**src/sv/assert_macros.svh**
```systemverilog
// Assertion helpers shared by the RTL files.
`ifndef ASSERT_MACROS_SVH
`define ASSERT_MACROS_SVH

// Concurrent check on clk, masked while reset is asserted.
`define CHK_ALWAYS(label, clk_s, rst_n_s, expr, msg) \
	label: assert property (@(posedge clk_s) disable iff (!rst_n_s) (expr)) else $error(msg);

// Concurrent implication on clk, masked while reset is asserted.
`define CHK_IMPL(label, clk_s, rst_n_s, ante, cons, msg) \
	label: assert property (@(posedge clk_s) disable iff (!rst_n_s) (ante) |-> (cons)) \
		else $error(msg);

`endif

```
**src/sv/tfr_pkg.sv**
```systemverilog
`default_nettype none
// ----------------------------------------------------------------------------
// tfr_pkg
// Shared constants, types and command structs for the triangle rasterizer.
// ----------------------------------------------------------------------------
package tfr_pkg;

	localparam int COORD_BITS_DEF = 12;
	localparam int WIDTH_BITS     = 13;
	localparam int COLOR_BITS     = 24;
	localparam int INDEX_BITS     = 24;
	localparam int CFG_IDX_BITS   = 1;
	localparam int CFG_DATA_BITS  = 24;

	localparam logic [CFG_IDX_BITS-1:0] REG_IMAGE_WIDTH   = 1'd0;
	localparam logic [CFG_IDX_BITS-1:0] REG_OUTLINE_COLOR = 1'd1;

	localparam logic [WIDTH_BITS-1:0] IMAGE_WIDTH_RST   = 13'd4096;
	localparam logic [COLOR_BITS-1:0] OUTLINE_COLOR_RST = 24'hFFFFFF;

	localparam logic KIND_LOAD = 1'b0;
	localparam logic KIND_STEP = 1'b1;

	// Controller -> datapath commands.
	typedef struct packed {
		logic load;       // latch triangle and sort
		logic span_start; // begin span computation for current row
		logic fill_emit;  // emit fill pixel and advance cursor
		logic line_start; // set up line given by line_sel
		logic [1:0] line_sel;
		logic line_emit;  // emit line pixel and advance
		logic last;       // flag last pixel on emit
	} tfr_cmd_t;

	// Datapath -> controller status.
	typedef struct packed {
		logic has_fill;   // H > 0
		logic span_busy;  // divider still working
		logic span_done;  // cursor reached span end
		logic rows_done;  // next row is past the last fill row
		logic line_done;  // current point equals end point
		logic out_full;   // output register holds a word
	} tfr_sts_t;

endpackage

`default_nettype wire

```
**src/sv/tfr_if.sv**
```systemverilog
`default_nettype none
// ----------------------------------------------------------------------------
// tfr_in_if / tfr_out_if
// Valid/ready channels carrying the input and result words.
// ----------------------------------------------------------------------------
interface tfr_in_if #(parameter int CB = tfr_pkg::COORD_BITS_DEF);
	logic valid;
	logic ready;
	logic kind;
	logic [CB-1:0] vert_a_x;
	logic [CB-1:0] vert_a_y;
	logic [CB-1:0] vert_b_x;
	logic [CB-1:0] vert_b_y;
	logic [CB-1:0] vert_c_x;
	logic [CB-1:0] vert_c_y;
	logic [tfr_pkg::COLOR_BITS-1:0] fill_color;
	modport source (output valid, kind, vert_a_x, vert_a_y, vert_b_x, vert_b_y,
		vert_c_x, vert_c_y, fill_color, input ready);
	modport sink (input valid, kind, vert_a_x, vert_a_y, vert_b_x, vert_b_y,
		vert_c_x, vert_c_y, fill_color, output ready);
endinterface

interface tfr_out_if #(parameter int CB = tfr_pkg::COORD_BITS_DEF);
	logic valid;
	logic ready;
	logic [CB-1:0] pixel_x;
	logic [CB-1:0] pixel_y;
	logic [tfr_pkg::INDEX_BITS-1:0] pixel_index;
	logic [tfr_pkg::COLOR_BITS-1:0] pixel_color;
	logic is_outline;
	logic last_pixel;
	modport source (output valid, pixel_x, pixel_y, pixel_index, pixel_color,
		is_outline, last_pixel, input ready);
	modport sink (input valid, pixel_x, pixel_y, pixel_index, pixel_color,
		is_outline, last_pixel, output ready);
endinterface

`default_nettype wire

```
**src/sv/tfr_div.sv**
```systemverilog
`default_nettype none
// ----------------------------------------------------------------------------
// tfr_div
// Restoring divider, one quotient bit per cycle, floor semantics for a signed
// numerator over a positive denominator. A zero denominator gives 0.
// ----------------------------------------------------------------------------
module tfr_div #(
	parameter int NB = 26,
	parameter int DB = 12
) (
	input  wire logic                 clk,
	input  wire logic                 arst_n,
	input  wire logic                 start,
	input  wire logic signed [NB-1:0] num,
	input  wire logic        [DB-1:0] den,
	output logic                      busy,
	output logic signed [NB-1:0]      quo
);
	localparam int CW = $clog2(NB + 1);

	logic [NB-1:0] mag_q;
	logic [NB-1:0] q_q;
	logic [DB:0]   rem_q;
	logic [DB-1:0] den_q;
	logic          neg_q;
	logic          zero_q;
	logic [CW-1:0] cnt_q;
	logic          run_q;
	logic [DB:0]   shifted;
	logic          take;
	logic [NB-1:0] qn;
	logic          rem_nz;

	assign shifted = {rem_q[DB-1:0], mag_q[NB-1]};
	assign take    = shifted >= {1'b0, den_q};
	assign busy    = run_q;

	always_ff @(posedge clk or negedge arst_n) begin
		if (!arst_n) begin
			run_q <= 1'b0;
			cnt_q <= '0;
		end else if (start) begin
			run_q <= 1'b1;
			cnt_q <= CW'(NB);
		end else if (run_q) begin
			cnt_q <= cnt_q - 1'b1;
			if (cnt_q == CW'(1)) run_q <= 1'b0;
		end
	end

	always_ff @(posedge clk) begin
		if (start) begin
			mag_q  <= num[NB-1] ? NB'(-num) : NB'(num);
			neg_q  <= num[NB-1];
			zero_q <= (den == '0);
			den_q  <= den;
			rem_q  <= '0;
			q_q    <= '0;
		end else if (run_q) begin
			mag_q <= {mag_q[NB-2:0], 1'b0};
			q_q   <= {q_q[NB-2:0], take};
			rem_q <= take ? (shifted - {1'b0, den_q}) : shifted;
		end
	end

	// floor: negative with remainder rounds one further down
	assign rem_nz = (rem_q != '0);
	assign qn     = NB'(-q_q) - NB'(rem_nz);
	assign quo    = zero_q ? '0 : (neg_q ? $signed(qn) : $signed(q_q));
endmodule

`default_nettype wire

```
**src/sv/tfr_datapath.sv**
```systemverilog
`default_nettype none
// ----------------------------------------------------------------------------
// tfr_datapath
// Vertex store, span setup with a shared serial divider, span cursor,
// Bresenham stepper and output register.
// ----------------------------------------------------------------------------
`include "assert_macros.svh"
module tfr_datapath #(
	parameter int CB = tfr_pkg::COORD_BITS_DEF
) (
	input  wire logic               clk,
	input  wire logic               arst_n,
	input  tfr_pkg::tfr_cmd_t       cmd,
	output tfr_pkg::tfr_sts_t       sts,
	input  wire logic [CB-1:0]      ax, ay, bx, by, cx, cy,
	input  wire logic [tfr_pkg::COLOR_BITS-1:0] fcol,
	input  wire logic [tfr_pkg::WIDTH_BITS-1:0] img_w,
	input  wire logic [tfr_pkg::COLOR_BITS-1:0] ocol,
	tfr_out_if.source               dout
);
	localparam int SB = CB + 2;        // signed coordinate arithmetic
	localparam int NB = 2 * CB + 2;    // product width
	localparam int EB = CB + 2;        // bresenham error

	typedef enum logic [1:0] {SP_IDLE, SP_DIVA, SP_DIVB, SP_DONE} sp_t;

	logic [CB-1:0] sx0_q, sy0_q, sx1_q, sy1_q, sx2_q, sy2_q;
	logic [CB-1:0] ox_q [3];
	logic [CB-1:0] oy_q [3];
	logic [tfr_pkg::COLOR_BITS-1:0] fcol_q;
	logic [CB-1:0] row_q;
	logic [CB-1:0] cur_q, end_q;
	logic signed [SB-1:0] a_q;
	sp_t  sp_q;

	logic [CB-1:0] lx_q, ly_q, lex_q, ley_q, ldx_q, ldy_q;
	logic [1:0]    ldir_q;
	logic signed [EB-1:0] lerr_q;

	logic          ov_q;
	logic [CB-1:0] opx_q, opy_q;
	logic [tfr_pkg::COLOR_BITS-1:0] opc_q;
	logic          oout_q, olast_q;

	// sorting network on load inputs
	logic [CB-1:0] x0a, y0a, x1a, y1a, x0b, y0b, x2b, y2b, x1c, y1c, x2c, y2c;
	always_comb begin
		if (ay > by) begin
			x0a = bx; y0a = by; x1a = ax; y1a = ay;
		end else begin
			x0a = ax; y0a = ay; x1a = bx; y1a = by;
		end
		if (y0a > cy) begin
			x0b = cx; y0b = cy; x2b = x0a; y2b = y0a;
		end else begin
			x0b = x0a; y0b = y0a; x2b = cx; y2b = cy;
		end
		if (y1a > y2b) begin
			x1c = x2b; y1c = y2b; x2c = x1a; y2c = y1a;
		end else begin
			x1c = x1a; y1c = y1a; x2c = x2b; y2c = y2b;
		end
	end

	// span setup operands
	logic [CB-1:0] htot, h1, h2;
	logic          upper;
	logic signed [SB-1:0] dxa, dxb, ib;
	logic signed [NB-1:0] pa, pb;
	logic [CB-1:0] dena, denb;
	logic signed [SB-1:0] baseb;
	assign htot  = sy2_q - sy0_q;
	assign h1    = sy1_q - sy0_q;
	assign h2    = sy2_q - sy1_q;
	assign upper = (row_q > h1) || (h1 == '0);
	assign dxa   = $signed({2'b0, sx2_q}) - $signed({2'b0, sx0_q});
	assign dxb   = upper ? $signed({2'b0, sx2_q}) - $signed({2'b0, sx1_q})
	                     : $signed({2'b0, sx1_q}) - $signed({2'b0, sx0_q});
	assign ib    = upper ? $signed({2'b0, row_q}) - $signed({2'b0, h1})
	                     : $signed({2'b0, row_q});
	assign baseb = upper ? $signed({2'b0, sx1_q}) : $signed({2'b0, sx0_q});
	assign dena  = htot;
	assign denb  = upper ? h2 : h1;

	// one multiply per setup pass, registered before the divider
	logic signed [NB-1:0] prod_q;
	logic [CB-1:0]        den_q;
	logic                 mul_v_q;
	logic                 dstart;
	logic                 dbusy;
	logic signed [NB-1:0] dquo;
	logic                 dbusy_d_q;
	logic                 ddone;
	assign pa = NB'(dxa) * NB'($signed({2'b0, row_q}));
	assign pb = NB'(dxb) * NB'(ib);

	tfr_div #(.NB(NB), .DB(CB)) u_div (
		.clk(clk), .arst_n(arst_n), .start(dstart), .num(prod_q), .den(den_q),
		.busy(dbusy), .quo(dquo)
	);
	assign dstart = mul_v_q;
	assign ddone  = dbusy_d_q && !dbusy;

	logic signed [SB-1:0] a_new, b_new;
	assign a_new = $signed({2'b0, sx0_q}) + SB'(dquo);
	assign b_new = baseb + SB'(dquo);

	// bresenham
	logic signed [EB-1:0] e_sdx, e_dy;
	logic step_x, step_y;
	assign e_sdx  = -$signed({2'b0, ldx_q});
	assign e_dy   = $signed({2'b0, ldy_q});
	assign step_x = lerr_q > e_sdx;
	assign step_y = lerr_q < e_dy;

	logic [CB-1:0] px, py, qx, qy;
	logic [1:0]    nsel;
	logic [CB-1:0] ndx, ndy;
	always_comb begin
		px = ox_q[cmd.line_sel];
		py = oy_q[cmd.line_sel];
		case (cmd.line_sel)
			2'd0: nsel = 2'd1;
			2'd1: nsel = 2'd2;
			default: nsel = 2'd0;
		endcase
		qx  = ox_q[nsel];
		qy  = oy_q[nsel];
		ndx = (qx > px) ? qx - px : px - qx;
		ndy = (qy > py) ? qy - py : py - qy;
	end

	always_ff @(posedge clk or negedge arst_n) begin
		if (!arst_n) begin
			sp_q      <= SP_IDLE;
			mul_v_q   <= 1'b0;
			dbusy_d_q <= 1'b0;
			ov_q      <= 1'b0;
		end else begin
			dbusy_d_q <= dbusy;
			mul_v_q   <= 1'b0;
			if (ov_q && dout.ready) ov_q <= 1'b0;
			if (cmd.fill_emit || cmd.line_emit) ov_q <= 1'b1;
			if (cmd.load) begin
				sp_q <= SP_IDLE;
			end else if (cmd.span_start) begin
				sp_q    <= SP_DIVA;
				mul_v_q <= 1'b1;
			end else begin
				case (sp_q)
					SP_DIVA: if (ddone) begin
						sp_q    <= SP_DIVB;
						mul_v_q <= 1'b1;
					end
					SP_DIVB: if (ddone) sp_q <= SP_DONE;
					default: ;
				endcase
			end
		end
	end

	always_ff @(posedge clk) begin
		if (cmd.load) begin
			ox_q[0] <= ax; oy_q[0] <= ay;
			ox_q[1] <= bx; oy_q[1] <= by;
			ox_q[2] <= cx; oy_q[2] <= cy;
			sx0_q <= x0b; sy0_q <= y0b;
			sx1_q <= x1c; sy1_q <= y1c;
			sx2_q <= x2c; sy2_q <= y2c;
			fcol_q <= fcol;
			row_q  <= '0;
		end
		if (cmd.span_start) begin
			prod_q <= pa;
			den_q  <= dena;
		end else if (sp_q == SP_DIVA && ddone) begin
			a_q    <= a_new;
			prod_q <= pb;
			den_q  <= denb;
		end
		if (sp_q == SP_DIVB && ddone) begin
			if (a_q > b_new) begin
				cur_q <= CB'(b_new); end_q <= CB'(a_q);
			end else begin
				cur_q <= CB'(a_q); end_q <= CB'(b_new);
			end
		end
		if (cmd.fill_emit) begin
			opx_q   <= cur_q;
			opy_q   <= sy0_q + row_q;
			opc_q   <= fcol_q;
			oout_q  <= 1'b0;
			olast_q <= 1'b0;
			if (cur_q == end_q) row_q <= row_q + 1'b1;
			else cur_q <= cur_q + 1'b1;
		end
		if (cmd.line_start) begin
			lx_q   <= px;  ly_q <= py;
			lex_q  <= qx;  ley_q <= qy;
			ldx_q  <= ndx; ldy_q <= ndy;
			ldir_q <= {!(py < qy), !(px < qx)};
			lerr_q <= (ndx > ndy) ? $signed({2'b0, ndx >> 1})
			                      : -$signed({2'b0, ndy >> 1});
		end else if (cmd.line_emit) begin
			opx_q   <= lx_q;
			opy_q   <= ly_q;
			opc_q   <= ocol;
			oout_q  <= 1'b1;
			olast_q <= cmd.last;
			if (!sts.line_done) begin
				lerr_q <= lerr_q - (step_x ? e_dy : '0)
				                 + (step_y ? $signed({2'b0, ldx_q}) : '0);
				if (step_x) lx_q <= ldir_q[0] ? lx_q - 1'b1 : lx_q + 1'b1;
				if (step_y) ly_q <= ldir_q[1] ? ly_q - 1'b1 : ly_q + 1'b1;
			end
		end
	end

	// index product formed from the output word, modulo 2^24
	logic [tfr_pkg::INDEX_BITS-1:0] idx;
	assign idx = tfr_pkg::INDEX_BITS'(opx_q)
	           + tfr_pkg::INDEX_BITS'(opy_q) * tfr_pkg::INDEX_BITS'(img_w);

	assign sts.has_fill  = (y2c != y0b);
	assign sts.span_busy = (sp_q == SP_DIVA) || (sp_q == SP_DIVB) || cmd.span_start;
	assign sts.span_done = (cur_q == end_q);
	assign sts.rows_done = (row_q + 1'b1) >= htot;
	assign sts.line_done = (lx_q == lex_q) && (ly_q == ley_q);
	assign sts.out_full  = ov_q;

	assign dout.valid       = ov_q;
	assign dout.pixel_x     = opx_q;
	assign dout.pixel_y     = opy_q;
	assign dout.pixel_index = idx;
	assign dout.pixel_color = opc_q;
	assign dout.is_outline  = oout_q;
	assign dout.last_pixel  = olast_q;

	`CHK_IMPL(a_emit_free, clk, arst_n, cmd.fill_emit || cmd.line_emit, !ov_q || dout.ready, "emit overwrote a waiting word")
	`CHK_IMPL(a_no_emit_busy, clk, arst_n, cmd.fill_emit, !(sp_q == SP_DIVA || sp_q == SP_DIVB), "fill emitted during span setup")
	`CHK_IMPL(a_last_outline, clk, arst_n, ov_q && olast_q, oout_q, "last pixel is not an outline pixel")
endmodule

`default_nettype wire

```
**src/sv/tfr_ctrl.sv**
```systemverilog
`default_nettype none
// ----------------------------------------------------------------------------
// tfr_ctrl
// Phase sequencer: load, fill rows if any, then three outline lines.
// ----------------------------------------------------------------------------
`include "assert_macros.svh"
module tfr_ctrl (
	input  wire logic         clk,
	input  wire logic         arst_n,
	input  wire logic         in_valid,
	input  wire logic         in_kind,
	output logic              in_ready,
	input  wire logic         out_ready,
	output tfr_pkg::tfr_cmd_t cmd,
	input  tfr_pkg::tfr_sts_t sts
);
	typedef enum logic [2:0] {ST_IDLE, ST_FILL, ST_LINE0, ST_LINE1, ST_LINE2} st_t;
	st_t st_q;
	logic setup_q;   // line setup pending (one cycle)
	logic pend_q;    // load landed on the last edge
	logic fill_ok_q; // that load has fill rows
	logic kick_q;    // span setup for the next row pending
	logic room;
	logic acc;
	logic kick;

	// span setup starts once row_q and the sorted vertices are in place
	assign kick     = kick_q || (pend_q && fill_ok_q);
	assign room     = !sts.out_full || out_ready;
	assign in_ready = !sts.span_busy && !setup_q && !pend_q && room;
	assign acc      = in_valid && in_ready;

	always_comb begin
		cmd = '0;
		case (st_q)
			ST_LINE0: cmd.line_sel = 2'd0;
			ST_LINE1: cmd.line_sel = 2'd1;
			default:  cmd.line_sel = 2'd2;
		endcase
		cmd.line_start = setup_q;
		cmd.span_start = kick;
		if (acc && in_kind == tfr_pkg::KIND_LOAD) begin
			cmd.load = 1'b1;
		end else if (acc) begin
			case (st_q)
				ST_FILL: begin
					cmd.fill_emit = 1'b1;
				end
				ST_LINE0, ST_LINE1, ST_LINE2: begin
					cmd.line_emit = 1'b1;
					cmd.last = sts.line_done && (st_q == ST_LINE2);
				end
				default: ;
			endcase
		end
	end

	always_ff @(posedge clk or negedge arst_n) begin
		if (!arst_n) begin
			st_q    <= ST_IDLE;
			setup_q <= 1'b0;
		end else begin
			setup_q <= 1'b0;
			if (cmd.load) begin
				// sorted vertices land this edge; span or line setup follows
				st_q    <= ST_FILL;
				setup_q <= 1'b0;
			end else if (st_q == ST_FILL && pend_q) begin
				if (!fill_ok_q) begin
					st_q    <= ST_LINE0;
					setup_q <= 1'b1;
				end
			end else if (cmd.fill_emit && sts.span_done && sts.rows_done) begin
				st_q    <= ST_LINE0;
				setup_q <= 1'b1;
			end else if (cmd.line_emit && sts.line_done) begin
				case (st_q)
					ST_LINE0: begin st_q <= ST_LINE1; setup_q <= 1'b1; end
					ST_LINE1: begin st_q <= ST_LINE2; setup_q <= 1'b1; end
					default:  st_q <= ST_IDLE;
				endcase
			end
		end
	end

	// after load: decide fill or outline once sorted data is in place
	always_ff @(posedge clk or negedge arst_n) begin
		if (!arst_n) begin
			pend_q    <= 1'b0;
			fill_ok_q <= 1'b0;
			kick_q    <= 1'b0;
		end else begin
			pend_q <= cmd.load;
			if (cmd.load) fill_ok_q <= sts.has_fill;
			kick_q <= cmd.fill_emit && sts.span_done && !sts.rows_done;
		end
	end

	`CHK_IMPL(a_setup_line, clk, arst_n, setup_q, st_q == ST_LINE0 || st_q == ST_LINE1 || st_q == ST_LINE2, "line setup outside a line phase")
	`CHK_IMPL(a_no_accept_setup, clk, arst_n, setup_q || pend_q || kick_q, !acc, "word taken during setup")
	`CHK_ALWAYS(a_one_emit, clk, arst_n, !(cmd.fill_emit && cmd.line_emit), "two emits at once")
endmodule

`default_nettype wire

```
**src/sv/triangle_fill_outline_raster_unit.sv**
```systemverilog
`default_nettype none
// ----------------------------------------------------------------------------
// triangle_fill_outline_raster_unit
// Triangle scanline fill plus Bresenham outline, one pixel word per step.
// ----------------------------------------------------------------------------
// Usage:
//   din carries load words (kind 0: three vertices and a fill color) and step
//   words (kind 1). A load gives no output and restarts any run. Each step
//   while a run is active gives one pixel word on dout; steps while idle give
//   nothing.
//   Cfg port: index 0 image_width, index 1 outline_color, written when idle.
// Throughput: one step per cycle inside a span or a line while dout is not
//   stalling. At each new fill row, the first one after a load included, the
//   span setup runs two passes through the shared serial divider and din is
//   held off until both are done. At each line start din is held off while
//   the line is set up, and after the load of a flat triangle also while the
//   load is resolved.
// Output: a pixel word is registered in the cycle after its step is taken.
// Reset: image_width 4096, outline_color white, no active run.
// Stall: the output register holds its word; din takes a word only when the
//   register is empty or being drained in the same cycle.
// ----------------------------------------------------------------------------
module triangle_fill_outline_raster_unit #(
	parameter int COORD_BITS = tfr_pkg::COORD_BITS_DEF
) (
	input  wire logic clk,
	input  wire logic arst_n,
	tfr_in_if.sink    din,
	tfr_out_if.source dout,
	input  wire logic cfg_we,
	input  wire logic [tfr_pkg::CFG_IDX_BITS-1:0]  cfg_index,
	input  wire logic [tfr_pkg::CFG_DATA_BITS-1:0] cfg_data
);
	logic [tfr_pkg::WIDTH_BITS-1:0] img_w_q;
	logic [tfr_pkg::COLOR_BITS-1:0] ocol_q;
	tfr_pkg::tfr_cmd_t cmd;
	tfr_pkg::tfr_sts_t sts;

	always_ff @(posedge clk or negedge arst_n) begin
		if (!arst_n) begin
			img_w_q <= tfr_pkg::IMAGE_WIDTH_RST;
			ocol_q  <= tfr_pkg::OUTLINE_COLOR_RST;
		end else if (cfg_we) begin
			case (cfg_index)
				tfr_pkg::REG_IMAGE_WIDTH:   img_w_q <= cfg_data[tfr_pkg::WIDTH_BITS-1:0];
				tfr_pkg::REG_OUTLINE_COLOR: ocol_q  <= cfg_data;
				default: ;
			endcase
		end
	end

	tfr_ctrl u_ctrl (
		.clk(clk), .arst_n(arst_n), .in_valid(din.valid), .in_kind(din.kind),
		.in_ready(din.ready), .out_ready(dout.ready), .cmd(cmd), .sts(sts)
	);

	tfr_datapath #(.CB(COORD_BITS)) u_dp (
		.clk(clk), .arst_n(arst_n), .cmd(cmd), .sts(sts),
		.ax(din.vert_a_x), .ay(din.vert_a_y), .bx(din.vert_b_x), .by(din.vert_b_y),
		.cx(din.vert_c_x), .cy(din.vert_c_y), .fcol(din.fill_color),
		.img_w(img_w_q), .ocol(ocol_q), .dout(dout)
	);
endmodule

`default_nettype wire
```
**src/flat_wrapper.sv**
```systemverilog
// flat-port wrapper written by rule: the top's interface ports become plain ports
module triangle_fill_outline_raster_unit_flat 
#(
	parameter int COORD_BITS = tfr_pkg::COORD_BITS_DEF
)
  (clk, arst_n, cfg_we, cfg_index, cfg_data, din_valid, din_kind, din_vert_a_x, din_vert_a_y, din_vert_b_x, din_vert_b_y, din_vert_c_x, din_vert_c_y, din_fill_color, din_ready, dout_valid, dout_pixel_x, dout_pixel_y, dout_pixel_index, dout_pixel_color, dout_is_outline, dout_last_pixel, dout_ready);
  tfr_in_if din_i ();
  tfr_out_if dout_i ();
  input  wire logic clk;
  input  wire logic arst_n;
  input  wire logic cfg_we;
  input  wire logic [tfr_pkg::CFG_IDX_BITS-1:0] cfg_index;
  input  wire logic [tfr_pkg::CFG_DATA_BITS-1:0] cfg_data;
  input wire logic [$bits(din_i.valid)-1:0] din_valid;
  input wire logic [$bits(din_i.kind)-1:0] din_kind;
  input wire logic [$bits(din_i.vert_a_x)-1:0] din_vert_a_x;
  input wire logic [$bits(din_i.vert_a_y)-1:0] din_vert_a_y;
  input wire logic [$bits(din_i.vert_b_x)-1:0] din_vert_b_x;
  input wire logic [$bits(din_i.vert_b_y)-1:0] din_vert_b_y;
  input wire logic [$bits(din_i.vert_c_x)-1:0] din_vert_c_x;
  input wire logic [$bits(din_i.vert_c_y)-1:0] din_vert_c_y;
  input wire logic [$bits(din_i.fill_color)-1:0] din_fill_color;
  output wire logic [$bits(din_i.ready)-1:0] din_ready;
  output wire logic [$bits(dout_i.valid)-1:0] dout_valid;
  output wire logic [$bits(dout_i.pixel_x)-1:0] dout_pixel_x;
  output wire logic [$bits(dout_i.pixel_y)-1:0] dout_pixel_y;
  output wire logic [$bits(dout_i.pixel_index)-1:0] dout_pixel_index;
  output wire logic [$bits(dout_i.pixel_color)-1:0] dout_pixel_color;
  output wire logic [$bits(dout_i.is_outline)-1:0] dout_is_outline;
  output wire logic [$bits(dout_i.last_pixel)-1:0] dout_last_pixel;
  input wire logic [$bits(dout_i.ready)-1:0] dout_ready;
  assign din_i.valid = din_valid;
  assign din_i.kind = din_kind;
  assign din_i.vert_a_x = din_vert_a_x;
  assign din_i.vert_a_y = din_vert_a_y;
  assign din_i.vert_b_x = din_vert_b_x;
  assign din_i.vert_b_y = din_vert_b_y;
  assign din_i.vert_c_x = din_vert_c_x;
  assign din_i.vert_c_y = din_vert_c_y;
  assign din_i.fill_color = din_fill_color;
  assign din_ready = din_i.ready;
  assign dout_valid = dout_i.valid;
  assign dout_pixel_x = dout_i.pixel_x;
  assign dout_pixel_y = dout_i.pixel_y;
  assign dout_pixel_index = dout_i.pixel_index;
  assign dout_pixel_color = dout_i.pixel_color;
  assign dout_is_outline = dout_i.is_outline;
  assign dout_last_pixel = dout_i.last_pixel;
  assign dout_i.ready = dout_ready;
  triangle_fill_outline_raster_unit #(.COORD_BITS(COORD_BITS)) u_core (.clk(clk), .arst_n(arst_n), .din(din_i), .dout(dout_i), .cfg_we(cfg_we), .cfg_index(cfg_index), .cfg_data(cfg_data));
endmodule
```
**config.mk**
```make
export PLATFORM = sky130hd
export DESIGN_NAME = triangle_fill_outline_raster_unit_flat
export DESIGN_NICKNAME = d
export VERILOG_FILES = /design/src/sv/tfr_pkg.sv /design/src/sv/tfr_if.sv /design/src/sv/tfr_div.sv /design/src/sv/tfr_datapath.sv /design/src/sv/tfr_ctrl.sv /design/src/sv/triangle_fill_outline_raster_unit.sv /design/src/flat_wrapper.sv
export VERILOG_INCLUDE_DIRS = /design/src /design/src/sv
export SDC_FILE = /design/constraint.sdc
export NUM_CORES = 2
export LEC_CHECK = 0
export BUFFER_PORTS_ARGS = -buffer_cell sky130_fd_sc_hd__buf_4
export CAP_MARGIN = 10
export CORE_ASPECT_RATIO = 0.7
export CORE_MARGIN = 10
export CORE_UTILIZATION = 45
export DETAILED_ROUTE_END_ITERATION = 10
export PLACE_DENSITY_LB_ADDON = 0.15
export REMOVE_ABC_BUFFERS = 1
export SLEW_MARGIN = 40
export SYNTH_ARGS = -nofsm -noshare
export SYNTH_HDL_FRONTEND = slang
export SYNTH_SLANG_ARGS = --single-unit
```
**constraint.sdc**
```tcl
create_clock -name clk -period 9.9 [get_ports clk]
set_input_delay 1.485 -clock clk [delete_from_list [all_inputs] [get_ports clk]]
set_output_delay 1.485 -clock clk [all_outputs]
set_load 0.005 [all_outputs]
```
---- After elaboration in Yosys (flattened, before gate mapping) ----
Memories as Yosys holds them, arrays and structs flattened.
Index checks and enable logic that the tools add are counted.
storage, ports and cells
  memories kept ........................... 2
  bits in registers ....................... 444
  memory bits (writable) .................. 72
  word-level logic and storage cells ...... 272
memory list
  name              depth  width  read ports  clocked after Yosys merged registers in  wr ports  RTL line            text
  u_core.u_dp.ox_q  3      12     2           0                                        3         tfr_datapath.sv:28  logic [CB-1:0] ox_q [3];
  u_core.u_dp.oy_q  3      12     2           0                                        3         tfr_datapath.sv:29  logic [CB-1:0] oy_q [3];
cells by class
  muxes and demuxes ....................... 106
  multiply operators ...................... 3
  $lt $le $gt $ge ......................... 14
  add/sub/neg operators ................... 30
  equality and inequality tests ........... 16
  bitwise operators ....................... 3
  reductions and logical operators ........ 53
operator list
  operator                 number
  $mux W12                 44
  $mux W26                 5
  $mux W14                 8
  $gt A12 B12 Y1           7
  $sub A12 B12 Y12         7
  $mux W24                 3
  $sub A12 B12 Y13         4
  $add A12 B1 Y12 const B  4
  $eq A12 B12 Y1           3
  $add A13 B14 Y14         2
  $gt A14 B14 Y1           2
  $mux W1                  27
  $mul A13 B13 Y26         1
  $mul A14 B14 Y26         1
  $neg A26 Y26             1
  $add A12 B24 Y24         1
  $logic_not A12 Y1        2
  $lt A12 B12 Y1           2
  $mul A12 B13 Y24         1
  $sub A12 B1 Y12 const B  2
  $logic_and A1 B1 Y1      17
  $mux W3                  5
  $add A14 B12 Y14         1
  $lt A14 B13 Y1           1
  other kinds (36)         74

---- Longest topological paths before layout ----
  word-level depth ........................ 15
  gate-level depth with buffers ........... 49

---- Cells and area by module ----
Synthesis repeated with hierarchy kept, for this count alone.
second synthesis, totals
  cells, all modules ...................... 6230
  area, all modules ....................... 56589.3 µm²
modules (own cells, without submodules)
  module                             area each (µm²)  times used  cells an instance
  tfr_datapath                       48317.6          1           5384
  tfr_div                            6208.5           1           710
  triangle_fill_outline_raster_unit  1498.9           1           79
  tfr_ctrl                           564.3            1           57

---- Least setup slack after synthesis ----
Ideal clock, no wire load.
  kind .................................... register to register
  start point ............................. register u_core.u_dp.sy1_q[0]
  end point ............................... register u_core.u_dp.prod_q[25], data pin
  library setup time ...................... 0.268 ns
  data required time ...................... 9.632 ns
  slack ................................... -0.175 ns
  path buffers ............................ 4
  period minus slack after synthesis ...... 10.075 ns
  data arrival time ....................... 9.808 ns
  cell stages (with the launch flop) ...... 49
  cells stage by stage .................... edfxtp_1 > inv_1 > ha_1 > inv_1 > fa_1 > a21oi_1 > o22ai_1 > nor2_1 > xnor2_1 > inv_1 > ha_1 > nor3_1 > o221ai_1 > a41oi_1 > o21ba_2 > o311ai_2 > nor3b_1 > or2_1 > [... 13 more ...] > inv_1 > fa_1 > inv_1 > fa_1 > inv_1 > ha_1 > or3_1 > o21ai_0 > nor2_1 > a221o_1 > or4_1 > a31oi_1 > nor2b_1 > o21ai_0 > a21oi_1 > a31oi_1 > xnor2_1 > mux2i_1
between the ends
  cells in the longest elaborated chain, start to end .. 7
  elaborated cells on any way between the ends .. 10
  classes of those cells .................. add/sub: 2; mul: 1; order compare: 1; mux: 4; reduce/logical: 2
ends and longest elaborated chain
  item                                                 RTL line                                text
  start, declared                                      tfr_datapath.sv:27                      logic [CB-1:0] sx0_q, sy0_q, sx1_q, sy1_q, sx2_q, sy2_q;
  start signal, assigned                               tfr_datapath.sv:168                     sx1_q <= x1c; sy1_q <= y1c;
  $sub A12 B12 Y12 (*)                                 tfr_datapath.sv:73                      assign h1 = sy1_q - sy0_q;
  $gt A12 B12 Y1 or $logic_not A12 Y1 (tied branches)  tfr_datapath.sv:75                      assign upper = (row_q > h1) || (h1 == '0);
  $logic_or A1 B1 Y1                                   tfr_datapath.sv:75
  $mux W14, on equally long branches                   tfr_datapath.sv:77, tfr_datapath.sv:79
  $mul A14 B14 Y26 (*)                                 tfr_datapath.sv:95                      assign pb = NB'(dxb) * NB'(ib);
  $mux W26 (*)                                         tfr_datapath.sv:176                     end else if (sp_q == SP_DIVA && ddone) begin
  $mux W26 (*)                                         tfr_datapath.sv:173                     if (cmd.span_start) begin
  end signal, assigned                                 tfr_datapath.sv:174                     prod_q <= pa;
  end signal, assigned                                 tfr_datapath.sv:178                     prod_q <= pb;
  end, declared                                        tfr_datapath.sv:86                      logic signed [NB-1:0] prod_q;
Mark *: on every way between the ends. The rest lies on a longest branch, timed or not. The select of a mux whose other input is x is not followed.
A chain may end at the register's enable or synchronous reset.

---- Final worst setup path ----
  start point ............................. register u_core.u_dp.sy1_q[1]
  end point ............................... register u_core.u_dp.prod_q[25], data pin
Same word-level chain as after synthesis.

==> impl_metrics.json <==
{
  "grt_start_max_net_pins": 100,
  "antenna_left": 0,
  "finalCritPeriodShare_pct": 99.1,
  "cp-end-kind": "flop",
  "slowest_delay_ns": 0.54,
  "slowest_stage": "fa_1",
  "yosysWarnings": 0,
  "finalHoldViolations": 0,
  "arrival_ns": 10.22,
  "cap_violations": 0,
  "final_cells": 7981,
  "multi_input_area_sq_um": 36500,
  "io_pins": 203,
  "finalWeightedCongestion": 0.941,
  "cpMostUsedCell": "fa_1",
  "start_util_pct": 45.5,
  "synth_xor_area_share_pct": 5.32,
  "cts_buffers": 57,
  "vias": 43100,
  "netlist_instances": 5985,
  "status": "completed",
  "tightest_slew_ns": 0.982,
  "synthMuxAreaShare_pct": 4.61,
  "clock_sink_count": 516,
  "grt_overflow_total": 0,
  "ctsHoldBuffers": 0,
  "die_area_sq_um": 136000,
  "tns_ns": 0,
  "synth_seq_cells": 516,
  "ir_worst_vdd_v": 0.000781,
  "antenna_found_initial": 19,
  "drive_gt1_share_pct": 13.1,
  "synth_cell_type_count": 91,
  "viasPerCell": 5.40,
  "drtIter0Drc": 3434,
  "max_slew_margin_pct": 33.8,
  "synthAdderAreaFrac_pct": 29.6,
  "grt_pass1_wl_um": 250000,
  "startpoint_type": "flop",
  "regArea_sq_um": 14200,
  "synthSimpleGateAreaFrac_pct": 13.9,
  "ys.flop_type": "edfxtp_1",
  "clock_path_buffers": 3,
  "drc_errors": 0,
  "clock_skew_ns": 0.0746,
  "critPathKind": "reg2reg",
  "finalCriticalPeriod_ns": 9.81,
  "die_w_um": 436,
  "post-place-cells": 7839,
  "synth-edff-count": 360,
  "power_density_nw_per_um2": 358,
  "die_height_um": 311,
  "hp-class": "reg2reg",
  "dpl.hpwl_um": 131000,
  "critPathTopFamily": "adder cells",
  "leakage_nw": 29.5,
  "synth_area_sq_um": 54400,
  "track_usage_pct": 23.2,
  "slew_violations": 0,
  "synth_top_family_by_area": "adder cells",
  "drt-total-wl_um": 162000,
  "timing.fmax_mhz": 102,
  "worstPathRequired_ns": 10.32,
  "h-tree-depth": 2,
  "nets": 7433,
  "cts_root_buf": "clkbuf_16",
  "rsz0062_at_grt": "true",
  "portBuffers": 202,
  "wire_per_inst_um": 20.3,
  "cp_max_fo": 4,
  "grt_pass1_vias": 41500,
  "synth_compound_area_share_pct": 12.4,
  "syn_area_per_cell_sq_um": 9.10,
  "clock_latency_ns": 0.68,
  "cts.clk_slew.worst_paths_ns": 0.08,
  "syn2layout_area_growth_pct": 13.9,
  "core_area_sq_um": 120000,
  "rows": 106,
  "seq_area_frac_synth_pct": 26.2,
  "cts_tree": "built",
  "setup_viol": 0,
  "cp.buffers_inverters": 9,
  "async_flop_share_pct": 10.7,
  "firstDrtPassIters": 5,
  "fillers": 11200
}
worst register-to-register path, delay by kind of cell (launching register included):
family	cells	cell delay, ns
compound gates	12	2.40
xor+xnor	2	0.30
fa+ha+maj	9	3.80
buf+inv	9	0.69
flops	1	0.48
mux	2	0.34
simple gates	10	1.61
power breakdown:
group / total [W] / internal [W] / switching (W)
clock network: 0.00223 / 0.00123 / 0.00100
logic: 0.0164 / 0.00721 / 0.00921
registers: 0.00353 / 0.00306 / 0.000469
registers in the layout (all words and copies together) (netlist names), 13 cells and up:
register	count
u_core.u_dp.lerr_q	14
u_core.u_dp.u_div.q_q	14
u_core.img_w_q	13
u_core.u_dp.u_div.rem_q	13
u_core.u_dp.oy_q	36
u_core.u_dp.prod_q	26
u_core.u_dp.a_q	14
u_core.u_dp.u_div.mag_q	26
u_core.ocol_q	24
u_core.u_dp.fcol_q	24
u_core.u_dp.ox_q	36
u_core.u_dp.dout.pixel_color	24
logic make-up after synthesis:
kind of cell / Yosys count
simple gates: 1646
buf+inv: 1147
compound gates: 1103
fa+ha+maj: 1001
flops: 516
xor+xnor: 330
mux: 242
layer usage:
metal	GRT usage (%)	up-vias	wire length, um	part of all wire [%]
li1	-	20600	-	-
met1	36.3	21000	80100	50
met5	0	-	9	0.0056
met3	4.67	162	13400	8.3
met4	4.30	2	2840	1.8
met2	32.7	1357	65400	40
path summary, 6_finish.rpt:
kind,start,cells past startpoint,slack [ns],to
max in group asynchronous,arst_n,1,8.58,u_core.u_ctrl.setup_q
max,u_core.u_dp.sy1_q[1],44,0.09,u_core.u_dp.prod_q[25]
min reg2reg,u_core.u_dp.den_q[9],0,0.47,u_core.u_dp.u_div.den_q[9]
min in group asynchronous,arst_n,1,0.79,u_core.img_w_q[11]
max reg2reg,u_core.u_dp.sy1_q[1],44,0.09,u_core.u_dp.prod_q[25]
min,u_core.u_dp.den_q[9],0,0.47,u_core.u_dp.u_div.den_q[9]
cell usage after synthesis, types with 23 or more instances:
library cell,count,area [sq um]
inv_1,914,3430
nand2_1,571,2140
ha_1,526,6580
nor2_1,487,1830
fa_1,475,9510
a21oi_1,360,1800
edfxtp_1,360,10800
o21ai_0,298,1490
xnor2_1,222,1940
clkbuf_1,181,679
mux2i_1,174,1740
and2_1,154,963
a21o_1,110,826
xor2_1,107,937
dfxtp_1,101,2020
nor3_1,69,345
mux2_2,68,766
nand3_1,68,340
nand2b_1,62,388
nor2b_1,58,363
a211oi_1,39,293
o22ai_1,38,238
a21boi_0,35,263
and3_1,35,219
nand4_1,35,219
o21a_1,32,240
dfrtp_1,30,751
or3_1,27,169
dfstp_2,25,657
o21bai_1,25,188
buf_2,23,115
metrics by stage:
| stage | util (%) | setup slack [ns] | total power (W) | cell area [sq um] | hold WS (ns) |
|---|---|---|---|---|---|
| floorplan | - | -1.24 | 0.0137 | 53500 | 0.427 |
| global placement | 49.4 | -0.327 | 0.0196 | 59100 | 0.444 |
| detailed placement | 49.4 | -0.420 | 0.0198 | 59200 | 0.455 |
| CTS | 51.2 | 0.0171 | 0.0222 | 61300 | 0.480 |
| global route | 51.8 | -0.208 | 0.0243 | 62000 | 0.495 |
| finish | 51.8 | 0.0916 | 0.0222 | 62000 | 0.471 |
layout make-up:
| cell class | instances | area share [%] |
|---|---|---|
| multi-input combinational | 4324 | 58.9 |
| clock buffer | 75 | 2.46 |
| tap | 1620 | 3.27 |
| clock inverter | 33 | 0.623 |
| antenna | 7 | 0.0282 |
| timing repair buffer | 489 | 6.14 |
| inverter | 917 | 5.57 |
| sequential | 516 | 23.0 |
cells in the final DEF (no fill, tap or decap), drive strengths merged, types with 70 or more instances in the layout:
| cell | Yosys | layout |
|---|---|---|
| nor3 | 70 | 70 |
| xnor2 | 223 | 223 |
| nand2 | 571 | 571 |
| buf | 49 | 488 |
| dfxtp | 101 | 101 |
| nor2 | 487 | 487 |
| fa | 475 | 475 |
| edfxtp | 360 | 360 |
| ha | 526 | 526 |
| a21oi | 361 | 361 |
| a21o | 110 | 110 |
| mux2i | 174 | 174 |
| o21ai | 299 | 299 |
| xor2 | 107 | 107 |
| and2 | 155 | 155 |
| inv | 915 | 921 |
| clkbuf | 181 | 76 |
what timing repair did:
action,CTS,global route
pin swaps,16,40
setup endpoints to repair,5,10
gates cloned,1,2
buffers inserted,5,19
resized for setup,29,116
Power figures use the tool's default switching activity.
